[config.mk]
export PLATFORM = sky130hd
export DESIGN_NAME = sgi_rle_row_decoder
export DESIGN_NICKNAME = d
export VERILOG_FILES = /design/src/rtl/srle_pkg.sv /design/src/rtl/srle_ctrl.sv /design/src/rtl/srle_dpath.sv /design/src/rtl/sgi_rle_row_decoder.sv
export SDC_FILE = /design/constraint.sdc
export NUM_CORES = 1
export LEC_CHECK = 0
export BUFFER_PORTS_ARGS = -buffer_cell sky130_fd_sc_hd__buf_2
export CORE_ASPECT_RATIO = 2
export CORE_MARGIN = 2
export CORE_UTILIZATION = 40
export CTS_CLUSTER_DIAMETER = 120
export CTS_CLUSTER_SIZE = 8
export DETAILED_ROUTE_END_ITERATION = 10
export GPL_ROUTABILITY_DRIVEN = 0
export PLACE_DENSITY = 0.73
export SLEW_MARGIN = 10
export SYNTH_ARGS = -nofsm -noshare
export SYNTH_HDL_FRONTEND = slang
export SYNTH_HIERARCHICAL = 1
export SYNTH_SLANG_ARGS = --single-unit
[constraint.sdc]
create_clock -name i_clk -period 6 [get_ports i_clk]
set_clock_uncertainty 0.05 [all_clocks]
set_input_delay 1.5 -clock i_clk [delete_from_list [all_inputs] [get_ports i_clk]]
set_output_delay 1.5 -clock i_clk [all_outputs]
set_load 0.01 [all_outputs]
[src/rtl/srle_pkg.sv]
// ----------------------------------------------------------------------------
// srle_pkg
// shared types, codes and defaults for the sgi rle row decoder
// ----------------------------------------------------------------------------
package srle_pkg;

    localparam int unsigned DEF_MAX_ROW_LENGTH = 8192;
    localparam int unsigned DEF_OUT_LANES      = 4;

    localparam int unsigned WORD_W  = 16;
    localparam int unsigned RLEN_W  = 14;
    localparam int unsigned CNT_W   = 7;
    localparam int unsigned LANE_W  = 3;
    localparam int unsigned CIDX_W  = 2;
    localparam int unsigned CDATA_W = 14;

    // configuration register indexes
    localparam logic [CIDX_W-1:0] CFG_WIDE_WORDS = 2'd0;
    localparam logic [CIDX_W-1:0] CFG_SWAP_BYTES = 2'd1;
    localparam logic [CIDX_W-1:0] CFG_ROW_LENGTH = 2'd2;

    typedef enum logic [1:0] {
        ST_OK       = 2'd0,
        ST_TRUNC    = 2'd1,
        ST_OVERFLOW = 2'd2
    } t_status;

    // controller to datapath
    typedef struct packed {
        logic load;   // accept the presented word
        logic emit;   // load the next group into the output register
    } t_dp_cmd;

    // datapath to controller
    typedef struct packed {
        logic has_result;   // presented word causes at least one result
        logic final_group;  // pending group is the last of its word
    } t_dp_stat;

endpackage

[src/rtl/srle_ctrl.sv]
// ----------------------------------------------------------------------------
// srle_ctrl
// handshake controller: input acceptance, group emission, output valid
// ----------------------------------------------------------------------------
module srle_ctrl
    import srle_pkg::*;
(
    input  logic     i_clk,
    input  logic     i_rst_n,
    input  logic     i_in_valid,
    output logic     o_in_stall,
    input  logic     i_out_stall,
    output logic     o_out_valid,
    input  t_dp_stat i_stat,
    output t_dp_cmd  o_cmd
);

    typedef enum logic {
        S_IDLE,
        S_EMIT
    } t_state;

    t_state r_state, n_state;
    logic   r_out_valid, n_out_valid;
    logic   emit_now;
    logic   in_ready;
    logic   accept;

    always_comb begin
        emit_now    = (r_state == S_EMIT) && (!r_out_valid || !i_out_stall);
        in_ready    = (r_state == S_IDLE) || (emit_now && i_stat.final_group);
        accept      = i_in_valid && in_ready;
        n_state     = r_state;
        n_out_valid = r_out_valid;
        case (r_state)
            S_IDLE: begin
                if (accept && i_stat.has_result) begin
                    n_state = S_EMIT;
                end
            end
            S_EMIT: begin
                if (accept) begin
                    n_state = i_stat.has_result ? S_EMIT : S_IDLE;
                end else if (emit_now && i_stat.final_group) begin
                    n_state = S_IDLE;
                end
            end
            default: n_state = S_IDLE;
        endcase
        if (emit_now) begin
            n_out_valid = 1'b1;
        end else if (!i_out_stall) begin
            n_out_valid = 1'b0;
        end
    end

    always_ff @(posedge i_clk) begin
        if (!i_rst_n) begin
            r_state     <= S_IDLE;
            r_out_valid <= 1'b0;
        end else begin
            r_state     <= n_state;
            r_out_valid <= n_out_valid;
        end
    end

    assign o_in_stall  = !in_ready;
    assign o_out_valid = r_out_valid;
    assign o_cmd.load  = accept;
    assign o_cmd.emit  = emit_now;

endmodule

[src/rtl/srle_dpath.sv]
// ----------------------------------------------------------------------------
// srle_dpath
// config registers, row parsing state, group emitter and output register
// ----------------------------------------------------------------------------
module srle_dpath
    import srle_pkg::*;
#(
    parameter int unsigned MAX_ROW_LENGTH = DEF_MAX_ROW_LENGTH,
    parameter int unsigned OUT_LANES      = DEF_OUT_LANES
) (
    input  logic                i_clk,
    input  logic                i_rst_n,
    input  logic                i_cfg_we,
    input  logic [CIDX_W-1:0]   i_cfg_index,
    input  logic [CDATA_W-1:0]  i_cfg_data,
    input  logic [WORD_W-1:0]   i_word,
    input  logic                i_input_end,
    input  t_dp_cmd             i_cmd,
    output t_dp_stat            o_stat,
    output logic [WORD_W-1:0]   o_value_a,
    output logic [WORD_W-1:0]   o_value_b,
    output logic [WORD_W-1:0]   o_value_c,
    output logic [WORD_W-1:0]   o_value_d,
    output logic [LANE_W-1:0]   o_lanes_valid,
    output logic                o_row_done,
    output logic [1:0]          o_status,
    output logic                o_last
);

    localparam int unsigned RLEN_MAX_I = (1 << RLEN_W) - 1;
    localparam int unsigned CAP_I      = (MAX_ROW_LENGTH < RLEN_MAX_I) ?
                                         MAX_ROW_LENGTH : RLEN_MAX_I;
    localparam logic [RLEN_W-1:0] LEN_CAP = RLEN_W'(CAP_I);
    localparam int unsigned LANES_I    = (OUT_LANES < 1) ? 1 :
                                         ((OUT_LANES > 4) ? 4 : OUT_LANES);
    localparam logic [LANE_W-1:0] LANE_N = LANE_W'(LANES_I);
    localparam int unsigned NLANE_OUT  = 4;

    typedef enum logic [1:0] {
        PH_HEADER  = 2'd0,
        PH_RUN     = 2'd1,
        PH_LITERAL = 2'd2
    } t_phase;

    // configuration
    logic              r_wide;
    logic              r_swap;
    logic [RLEN_W-1:0] r_row_len;

    // row parsing state
    t_phase            r_phase;
    logic [CNT_W-1:0]  r_lit_left;
    logic [CNT_W-1:0]  r_run_count;
    logic [RLEN_W-1:0] r_pos;

    // pending groups of the accepted word
    logic [WORD_W-1:0] r_val;
    logic [CNT_W-1:0]  r_cnt;
    logic              r_fin_done;
    t_status           r_fin_st;

    // output register
    logic [WORD_W-1:0] r_lane [NLANE_OUT];
    logic [LANE_W-1:0] r_lanes;
    logic              r_done;
    t_status           r_st;
    logic              r_last;

    logic [WORD_W-1:0] w;
    logic [RLEN_W-1:0] eff_len;
    logic [RLEN_W-1:0] room;
    logic [CNT_W-1:0]  n;
    logic [CNT_W-1:0]  lit_dec;
    logic [CNT_W-1:0]  take;
    logic [CNT_W-1:0]  hdr_count;
    logic              is_value;
    logic              more;
    logic              comp;
    logic              over;
    logic              hdr_err;
    logic [LANE_W-1:0] grp;
    logic              fin;

    always_comb begin
        if (!r_wide) begin
            w = {8'h00, i_word[7:0]};
        end else if (r_swap) begin
            w = {i_word[7:0], i_word[15:8]};
        end else begin
            w = i_word;
        end

        if (r_row_len == '0) begin
            eff_len = RLEN_W'(1);
        end else if (r_row_len > LEN_CAP) begin
            eff_len = LEN_CAP;
        end else begin
            eff_len = r_row_len;
        end

        room      = (r_pos < eff_len) ? (eff_len - r_pos) : '0;
        is_value  = (r_phase != PH_HEADER);
        lit_dec   = r_lit_left - CNT_W'(1);
        n         = (r_phase == PH_RUN) ? r_run_count : CNT_W'(1);
        more      = (r_phase == PH_LITERAL) && (lit_dec != '0);
        comp      = {{(RLEN_W-CNT_W){1'b0}}, n} >= room;
        take      = comp ? room[CNT_W-1:0] : n;
        over      = ({{(RLEN_W-CNT_W){1'b0}}, n} > room) || more;
        hdr_count = w[CNT_W-1:0];
        hdr_err   = i_input_end && ((hdr_count != '0) || (r_pos != '0));

        // group size and last-group flag of the pending word
        grp = (r_cnt < {{(CNT_W-LANE_W){1'b0}}, LANE_N}) ? r_cnt[LANE_W-1:0] : LANE_N;
        fin = (r_cnt <= {{(CNT_W-LANE_W){1'b0}}, LANE_N});
    end

    assign o_stat.has_result  = is_value || hdr_err;
    assign o_stat.final_group = fin;

    // configuration writes
    always_ff @(posedge i_clk) begin
        if (!i_rst_n) begin
            r_wide    <= 1'b0;
            r_swap    <= 1'b0;
            r_row_len <= RLEN_W'(1);
        end else if (i_cfg_we) begin
            case (i_cfg_index)
                CFG_WIDE_WORDS: r_wide    <= i_cfg_data[0];
                CFG_SWAP_BYTES: r_swap    <= i_cfg_data[0];
                CFG_ROW_LENGTH: r_row_len <= i_cfg_data[RLEN_W-1:0];
                default: ;
            endcase
        end
    end

    // row state, updated once per accepted word; pending count, lowered per emitted group
    always_ff @(posedge i_clk) begin
        if (!i_rst_n) begin
            r_phase     <= PH_HEADER;
            r_lit_left  <= '0;
            r_run_count <= '0;
            r_pos       <= '0;
            r_cnt       <= '0;
        end else if (i_cmd.load) begin
            if (!is_value) begin
                if (hdr_err) begin
                    r_phase     <= PH_HEADER;
                    r_lit_left  <= '0;
                    r_run_count <= '0;
                    r_pos       <= '0;
                end else if (hdr_count != '0) begin
                    if (w[7]) begin
                        r_phase    <= PH_LITERAL;
                        r_lit_left <= hdr_count;
                    end else begin
                        r_phase     <= PH_RUN;
                        r_run_count <= hdr_count;
                    end
                end
                r_cnt <= '0;
            end else begin
                if (comp || i_input_end) begin
                    r_phase     <= PH_HEADER;
                    r_lit_left  <= '0;
                    r_run_count <= '0;
                    r_pos       <= '0;
                end else begin
                    r_pos <= r_pos + {{(RLEN_W-CNT_W){1'b0}}, take};
                    if (r_phase == PH_RUN) begin
                        r_phase     <= PH_HEADER;
                        r_run_count <= '0;
                    end else begin
                        r_lit_left <= lit_dec;
                        if (lit_dec == '0) begin
                            r_phase <= PH_HEADER;
                        end
                    end
                end
                r_cnt <= take;
            end
        end else if (i_cmd.emit) begin
            r_cnt <= r_cnt - {{(CNT_W-LANE_W){1'b0}}, grp};
        end
    end

    // pending word payload
    always_ff @(posedge i_clk) begin
        if (i_cmd.load) begin
            if (!is_value) begin
                r_val      <= '0;
                r_fin_done <= 1'b0;
                r_fin_st   <= ST_TRUNC;
            end else begin
                r_val      <= w;
                r_fin_done <= comp;
                if (comp) begin
                    r_fin_st <= over ? ST_OVERFLOW : ST_OK;
                end else begin
                    r_fin_st <= i_input_end ? ST_TRUNC : ST_OK;
                end
            end
        end
    end

    // output register
    always_ff @(posedge i_clk) begin
        if (i_cmd.emit) begin
            for (int j = 0; j < NLANE_OUT; j++) begin
                r_lane[j] <= (LANE_W'(j) < grp) ? r_val : '0;
            end
            r_lanes <= grp;
            r_done  <= fin && r_fin_done;
            r_st    <= fin ? r_fin_st : ST_OK;
            r_last  <= fin;
        end
    end

    assign o_value_a     = r_lane[0];
    assign o_value_b     = r_lane[1];
    assign o_value_c     = r_lane[2];
    assign o_value_d     = r_lane[3];
    assign o_lanes_valid = r_lanes;
    assign o_row_done    = r_done;
    assign o_status      = r_st;
    assign o_last        = r_last;

endmodule

[src/rtl/sgi_rle_row_decoder.sv]
// ----------------------------------------------------------------------------
// sgi_rle_row_decoder
// sgi run-length row decoder: coded words in, groups of decoded values out
// ----------------------------------------------------------------------------
// path: a value word is held in the pending-word registers at its transfer,
//   and its groups move from there into the output register when it is free;
//   header words cause no result unless they end the input with an error
// throughput: literal words go at one per cycle while the output is not stalled,
//   set by the group emitter, which loads one group into the output register per cycle
// reset: synchronous, active low; clears config, row state and output valid
// ----------------------------------------------------------------------------
module sgi_rle_row_decoder
    import srle_pkg::*;
#(
    parameter int unsigned MAX_ROW_LENGTH = DEF_MAX_ROW_LENGTH,
    parameter int unsigned OUT_LANES      = DEF_OUT_LANES
) (
    input  logic                i_clk,
    input  logic                i_rst_n,
    // configuration write port
    input  logic                i_cfg_we,
    input  logic [CIDX_W-1:0]   i_cfg_index,
    input  logic [CDATA_W-1:0]  i_cfg_data,
    // coded word input
    input  logic                i_in_valid,
    output logic                o_in_stall,
    input  logic [WORD_W-1:0]   i_word,
    input  logic                i_input_end,
    // decoded group output
    output logic                o_out_valid,
    input  logic                i_out_stall,
    output logic [WORD_W-1:0]   o_value_a,
    output logic [WORD_W-1:0]   o_value_b,
    output logic [WORD_W-1:0]   o_value_c,
    output logic [WORD_W-1:0]   o_value_d,
    output logic [LANE_W-1:0]   o_lanes_valid,
    output logic                o_row_done,
    output logic [1:0]          o_status,
    output logic                o_last
);

    t_dp_cmd  dp_cmd;
    t_dp_stat dp_stat;

    // controller: takes a word when no group is owed, or as the last
    // group of the previous word moves into the output register
    srle_ctrl u_ctrl (
        .i_clk       (i_clk),
        .i_rst_n     (i_rst_n),
        .i_in_valid  (i_in_valid),
        .o_in_stall  (o_in_stall),
        .i_out_stall (i_out_stall),
        .o_out_valid (o_out_valid),
        .i_stat      (dp_stat),
        .o_cmd       (dp_cmd)
    );

    // datapath: all row state is settled at the word's transfer, the
    // emitter then only counts the owed values down a group at a time
    srle_dpath #(
        .MAX_ROW_LENGTH (MAX_ROW_LENGTH),
        .OUT_LANES      (OUT_LANES)
    ) u_dpath (
        .i_clk         (i_clk),
        .i_rst_n       (i_rst_n),
        .i_cfg_we      (i_cfg_we),
        .i_cfg_index   (i_cfg_index),
        .i_cfg_data    (i_cfg_data),
        .i_word        (i_word),
        .i_input_end   (i_input_end),
        .i_cmd         (dp_cmd),
        .o_stat        (dp_stat),
        .o_value_a     (o_value_a),
        .o_value_b     (o_value_b),
        .o_value_c     (o_value_c),
        .o_value_d     (o_value_d),
        .o_lanes_valid (o_lanes_valid),
        .o_row_done    (o_row_done),
        .o_status      (o_status),
        .o_last        (o_last)
    );

endmodule
==> results_dict.tcl, run 1 <==
set metrics [dict create \
    synth_ff_type "edfxtp_1" \
    ir_drop_mv 0.1936 \
    dieWidth_um 103.0 \
    max_freq_ghz 0.1749 \
    grt_pass1_wl_mm 32.84 \
    clk_latency_ps 420 \
    yosysUniqueCellTypes 80 \
    grt_max_degree 64 \
    cts_buffers 17 \
    remaining_drc_errors 0 \
    met2_usage_pct 38.80 \
    p_leak_nw 3.738 \
    syn_nets 858 \
    grt_pass1_vias 6505 \
    drtIter0Drc 359 \
    fin_util_pct 49.24 \
    critPathBufInv 0 \
    tightest_slew_ps 1201 \
    finalMaxSlewViolations 0 \
    path_max_fanout 6 \
    syn_area_per_cell_um2 9.970 \
    regArea_mm2 0.003804 \
    port_buffers 110 \
    power.density_mw_per_mm2 280.6 \
    critPathLaunchType "register" \
    io_pins 111 \
    setup_ws_ps 283.5 \
    htreeDepth 4 \
    clkPwrFrac_pct 36.2 \
    die_h_um 201.9 \
    hold_viol_final 0 \
    ant_nets 0 \
    yosysSeqAreaShare_pct 48.54 \
    dpl_worst_slack_ps -54.06 \
    drtPass1Iterations 5 \
    die_area_mm2 0.02079 \
    stdcell_area_mm2 0.009493 \
    total_power_mw 2.664 \
    core_mm2 0.01928 \
    path_clk_slew_ps 60 \
    crit_family "simple AND/OR/NAND/NOR gates" \
    fp-row-count 72 \
    seq_power_share_pct 43.0 \
    post-route-period-util_pct 95.27 \
    antenna_cells 0 \
    clock_sinks 145 \
    antenna_found_initial 0 \
    fillCellCount 1794 \
    finalCriticalPeriod_ps 5716 \
    vias 6638 \
    crit_slowest_cell "or4_4" \
    netlist_instances 786 \
    nets 989 \
    grt-ovfl-total 0 \
    start_util_pct 40.65 \
    area_growth_pct 21.14 \
    post_drt_wl_per_cell_um 17.86 \
    clock-root-buffer "clkbuf_16" \
    worstSetupPathType "register to register" \
    yosysWarnings 6 \
    gr-usage-met3_pct 3.492 \
    grt.busiest_layer "met2" \
    power.switching_uw 759.9 \
    crit_path_end_kind "register" \
    totalWireLength_mm 21.24 \
    relSlewSlack_pct 19.51 \
    synth_edf_count 90 \
    worst-endpoint-required_ps 6240 \
    multi_input_comb_area_mm2 0.003896 \
    use_met1_pct 18.55 \
    hold_buffers 0 \
    critPathArrivalTime_ps 5960 \
    cts_tree "built" \
    hp-class "register to register" \
    p_sw_share_pct 28.53 \
    status "completed" \
    finalHoldWorstSlack_ps 419.7 \
    async_flop_share_pct 0 \
    combPwrFrac_pct 20.9 \
    internal_power_mw 1.904 \
    max_stage_delay_ps 540 \
    maxCapViolations 0 \
    hpwlAfterDp_mm 16.28 \
    placed_area_mm2 0.008808 \
    track_usage_pct 20.75 \
    avgViaCountPerCell 5.583 \
    ys_seq_elements 145 \
    finalSetupViolCount 0 \
    netlist_area_mm2 0.007836 \
    cts.path.max_buffers 2 \
    drive_above_1_share_pct 22.69 \
]
[worst paths after layout]
check                        from                    to  slack [ps]  depth (start not counted)
max reg2reg  u_dpath/r_row_len[5]     u_dpath/r_pos[12]         280                         28
max          u_dpath/r_row_len[5]     u_dpath/r_pos[12]         280                         28
min          u_dpath/r_row_len[8]  u_dpath/r_row_len[8]         420                          2
min reg2reg  u_dpath/r_row_len[8]  u_dpath/r_row_len[8]         420                          2
[per-stage QoR]
stage               TNS, ps  cells
detailed placement   -54.06   1153
finish                    0   1189
CTS                       0   1185
floorplan                 0    786
global placement          0   1153
global route         -137.0   1189
[synth_stat cells (3+ instances only)]
library cell | number | area [µm²]
a211o_1 | 4 | 35.03
a211oi_1 | 10 | 75.07
a21boi_0 | 3 | 22.52
a21o_1 | 8 | 60.06
a21oi_1 | 62 | 310.3
a221o_1 | 5 | 50.05
a221oi_1 | 3 | 26.28
a31oi_1 | 15 | 93.84
a32o_1 | 5 | 50.05
a41oi_1 | 4 | 35.03
and2_1 | 23 | 143.9
and3_1 | 16 | 100.1
and4_1 | 3 | 26.28
buf_2 | 6 | 30.03
buf_4 | 3 | 22.52
clkbuf_1 | 21 | 78.83
dfxtp_1 | 55 | 1101
edfxtp_1 | 90 | 2703
ha_1 | 32 | 400.4
inv_1 | 32 | 120.1
mux2i_1 | 18 | 180.2
nand2_1 | 69 | 259.0
nand2b_1 | 5 | 31.28
nand3_1 | 17 | 85.08
nand3b_1 | 3 | 22.52
nand4_1 | 8 | 50.05
nor2_1 | 65 | 244.0
nor2b_1 | 66 | 412.9
nor3_1 | 14 | 70.07
nor3b_1 | 3 | 22.52
nor4_1 | 7 | 43.79
o211ai_1 | 4 | 30.03
o21ai_0 | 22 | 110.1
o22ai_1 | 7 | 43.79
o31ai_1 | 3 | 22.52
o32ai_1 | 5 | 43.79
or3_1 | 3 | 18.77
xnor2_1 | 12 | 105.1
xor2_1 | 3 | 26.28
[worst reg2reg max path, delay by kind of cell (launching register included)]
kind	cells	cell delay, ps
mux	1	230
compound gates	7	1310
flops	1	320
xor+xnor	1	180
simple gates	15	2510
fa+ha+maj	4	990
[power groups by stage]
stage,registers [mW],logic [mW],clock network (mW)
floorplan,1.17,0.341,0
global placement,1.16,0.517,0
detailed placement,1.16,0.525,0
CTS,1.14,0.528,0.976
global route,1.15,0.599,1.02
finish,1.15,0.556,0.963
[logic make-up (layout without fill, tap and decap cells)]
logic type               count (synthesis)  in the layout  share of synthesized area (%)
AND/OR/NAND/NOR                        317            317                          21.28
AO/OA/AOI/OAI                          192            192                          17.13
flip-flops                             145            145                          48.54
buffers and inverters                   64            208                          3.401
adder cells (fa/ha/maj)                 34             34                          5.620
multiplexers                            18             18                          2.299
XOR/XNOR                                15             15                          1.677
other                                    1              1                        0.04785
[sequential cells by signal, indices dropped and copies added, names as in the netlist, 2 cells and up]
| register | cells |
|---|---|
| u_dpath/r_cnt | 7 |
| u_dpath/r_fin_st | 2 |
| u_dpath/r_val | 16 |
| u_dpath/r_lane | 64 |
| u_dpath/r_phase | 2 |
| u_dpath/o_status | 2 |
| u_dpath/r_pos | 14 |
| u_dpath/r_run_count | 7 |
| u_dpath/o_lanes_valid | 3 |
| u_dpath/r_lit_left | 7 |
| u_dpath/r_row_len | 14 |
[layout make-up]
| type | count | area share, % |
|---|---|---|
| sequential | 145 | 40.07 |
| multi-input combinational | 577 | 41.04 |
| timing repair buffer | 143 | 8.409 |
| inverter | 33 | 1.305 |
| clock buffer | 23 | 5.167 |
| tap | 259 | 3.414 |
| clock inverter | 9 | 0.5931 |
[placed cells by master (no fill, tap or decap), types with 4 or more instances in the layout]
cell,n
a211o_1,4
a211oi_1,10
a21o_1,8
a21oi_1,60
a221o_1,5
a31oi_1,15
a32o_1,5
a41oi_1,4
and2_1,22
and3_1,16
buf_2,110
buf_4,33
clkbuf_1,4
clkbuf_16,19
clkinv_2,5
dfxtp_1,55
edfxtp_1,90
ha_1,29
inv_1,32
mux2i_1,18
nand2_1,68
nand2b_1,5
nand3_1,16
nand4_1,8
nor2_1,64
nor2b_1,66
nor3_1,11
nor4_1,5
o211ai_1,4
o21ai_0,19
o21ai_2,4
o22ai_1,6
o32ai_1,5
xnor2_1,12
[routing by layer]
metal | wire [µm] | up-vias
met2 | 11680 | 266
li1 | - | 3156
met1 | 6868 | 3103
met5 | 0 | -
met4 | 1856 | 0
met3 | 833 | 113
[repair_timing]
item                       4_1_cts  5_1_grt
setup endpoints to repair        1        9
cloned                           0        0
setup buffers                    0        4
gates resized for setup          1       24
pin swaps                        0       16
Note: power is estimated with default switching activity, not from simulation.
==> run 2, diff against run 1 <==
--- a/config.mk
+++ b/config.mk
@@ -5,7 +5,7 @@
 export SDC_FILE = /design/constraint.sdc
 export NUM_CORES = 1
 export LEC_CHECK = 0
-export BUFFER_PORTS_ARGS = -buffer_cell sky130_fd_sc_hd__buf_2
+export BUFFER_PORTS_ARGS = -buffer_cell sky130_fd_sc_hd__buf_4
 export CORE_ASPECT_RATIO = 2
 export CORE_MARGIN = 2
 export CORE_UTILIZATION = 40
==> results_dict.tcl, run 2 (same netlist as run 1, synthesis figures left out) <==
set metrics [dict create \
    status "completed" \
    avgViaCountPerCell 5.642 \
    maxCapViolations 0 \
    top_regs "u_dpath/r_lane (64), u_dpath/r_val (16)" \
    core_mm2 0.01928 \
    worstReg2RegStart "u_dpath/r_row_len[6]" \
    power.switching_uw 872.2 \
    grt-ovfl-total 0 \
    cts_tree "built" \
    crit_family "simple AND/OR/NAND/NOR gates" \
    p_sw_share_pct 31.13 \
    start_util_pct 40.65 \
    antenna_found_initial 0 \
    grt_max_degree 63 \
    hpwlAfterDp_mm 16.32 \
    totalWireLength_mm 21.59 \
    die_h_um 201.9 \
    finalHoldWorstSlack_ps 418.9 \
    hp-start "u_dpath/r_row_len[5]" \
    total_power_mw 2.801 \
    drive_above_1_share_pct 24.63 \
    remaining_drc_errors 0 \
    max_stage_delay_ps 540 \
    ant_nets 0 \
    power.density_mw_per_mm2 281.8 \
    crit_path_end_kind "register" \
    critPathBufInv 3 \
    finalSetupViolCount 0 \
    htreeDepth 4 \
    track_usage_pct 20.93 \
    setup_ws_ps 220.1 \
    io_pins 111 \
    vias 6731 \
    cts.path.max_buffers 2 \
    finalMaxSlewViolations 0 \
    worst-endpoint-required_ps 6300 \
    largest_reg_flops 64 \
    post-route-period-util_pct 96.33 \
    clock_sinks 145 \
    cts_buffers 17 \
    combPwrFrac_pct 21.4 \
    final_common_cell "buf_4" \
    fin_util_pct 51.56 \
    worstSetupPathType "register to register" \
    dpl_worst_slack_ps -81.24 \
    crit_slowest_cell "or4_4" \
    critPathArrivalTime_ps 6080 \
    internal_power_mw 1.929 \
    die_area_mm2 0.02079 \
    regMostFlops "u_dpath/r_lane" \
    path_clk_slew_ps 70 \
    fp-row-count 72 \
    grt_pass1_vias 6612 \
    p_leak_nw 3.879 \
    hold_buffers 0 \
    startpoint "u_dpath/r_row_len[6]" \
    clock-root-buffer "clkbuf_16" \
    drtIter0Drc 387 \
    rsz0062_at_grt "true" \
    ir_drop_mv 0.1973 \
    antenna_cells 0 \
    relSlewSlack_pct 16.61 \
    grt_pass1_wl_mm 33.46 \
    tightest_slew_ps 1244 \
    seq_power_share_pct 40.9 \
    clkPwrFrac_pct 37.7 \
    nets 993 \
    dieWidth_um 103.0 \
    finalCriticalPeriod_ps 5780 \
    path_max_fanout 5 \
    critPathLaunchType "register" \
    max_freq_ghz 0.1730 \
    final_cell_mix "buf_4, edfxtp_1, nor2b_1" \
    area_growth_pct 26.86 \
    post_drt_wl_per_cell_um 18.10 \
    hold_viol_final 0 \
    hp-class "register to register" \
    port_buffers 110 \
    drtPass1Iterations 5 \
    clk_latency_ps 420 \
]
==> run 2: cell types whose count changed in the layout (fill, tap and decap cells not counted), moves of 4 or more <==
cell      previous run  this run
buf_4               33       145
buf_2              110         0
clkbuf_1             4         0
inv_8                0         6
clkinv_2             5         0
clkinv_8             0         4
==> run 2: final timing paths <==
check | to | slack, ps | depth (start not counted)
max reg2reg | u_dpath/r_pos[8] | 220 | 30
max | u_dpath/r_pos[8] | 220 | 30
min reg2reg | u_dpath/r_row_len[5] | 420 | 2
min | u_dpath/r_row_len[5] | 420 | 2
==> run 2: cell type report <==
cell class / instances / area (µm²)
clock buffer: 17 / 425.4
clock inverter: 15 / 183.9
fill: 1762 / 9338
inverter: 33 / 123.9
multi-input combinational: 577 / 3966
sequential: 145 / 3806
tap: 259 / 324.1
timing repair buffer: 147 / 1111
==> run 2: repair_timing <==
item,CTS,global route
pin swaps,1,24
setup buffers,0,6
setup endpoints to repair,6,10
gates resized for setup,3,39
==> run 2: per-layer routing <==
| layer | vias to the layer above | wire, µm | GRT usage, % |
|---|---|---|---|
| met3 | 117 | 904 | 2.870 |
| met2 | 292 | 12180 | 40.03 |
| met4 | 0 | 1578 | 14.71 |
| met1 | 3158 | 6930 | 19.00 |
| met5 | - | 0 | 0 |
| li1 | 3164 | - | - |
==> run 2: power by group through the flow <==
stage / logic (mW) / registers, mW / clock network, mW
final: 0.601 / 1.14 / 1.06
after CTS: 0.548 / 1.14 / 1.07
after global placement: 0.537 / 1.16 / 0
after global routing: 0.645 / 1.15 / 1.12
after detailed placement: 0.546 / 1.17 / 0
after floorplan: 0.341 / 1.17 / 0
==> run 2: per-stage QoR <==
stage	TNS, ps	cells	cell area (µm²)
3_3_place_gp	0	1155	9099
2_1_floorplan	0	786	7843
6_report	0	1193	9941
4_1_cts	0	1187	9718
3_5_place_dp	-234.8	1155	9099
5_1_grt	-272.9	1193	9941
==> run 2: worst register-to-register path, delay by kind of cell (launching register included) <==
kind	cells	cell delay (ps)
flip-flops	1	320
buffers and inverters	3	450
adder cells (fa/ha/maj)	3	730
AO/OA/AOI/OAI	9	1630
AND/OR/NAND/NOR	14	2310
multiplexers	1	250
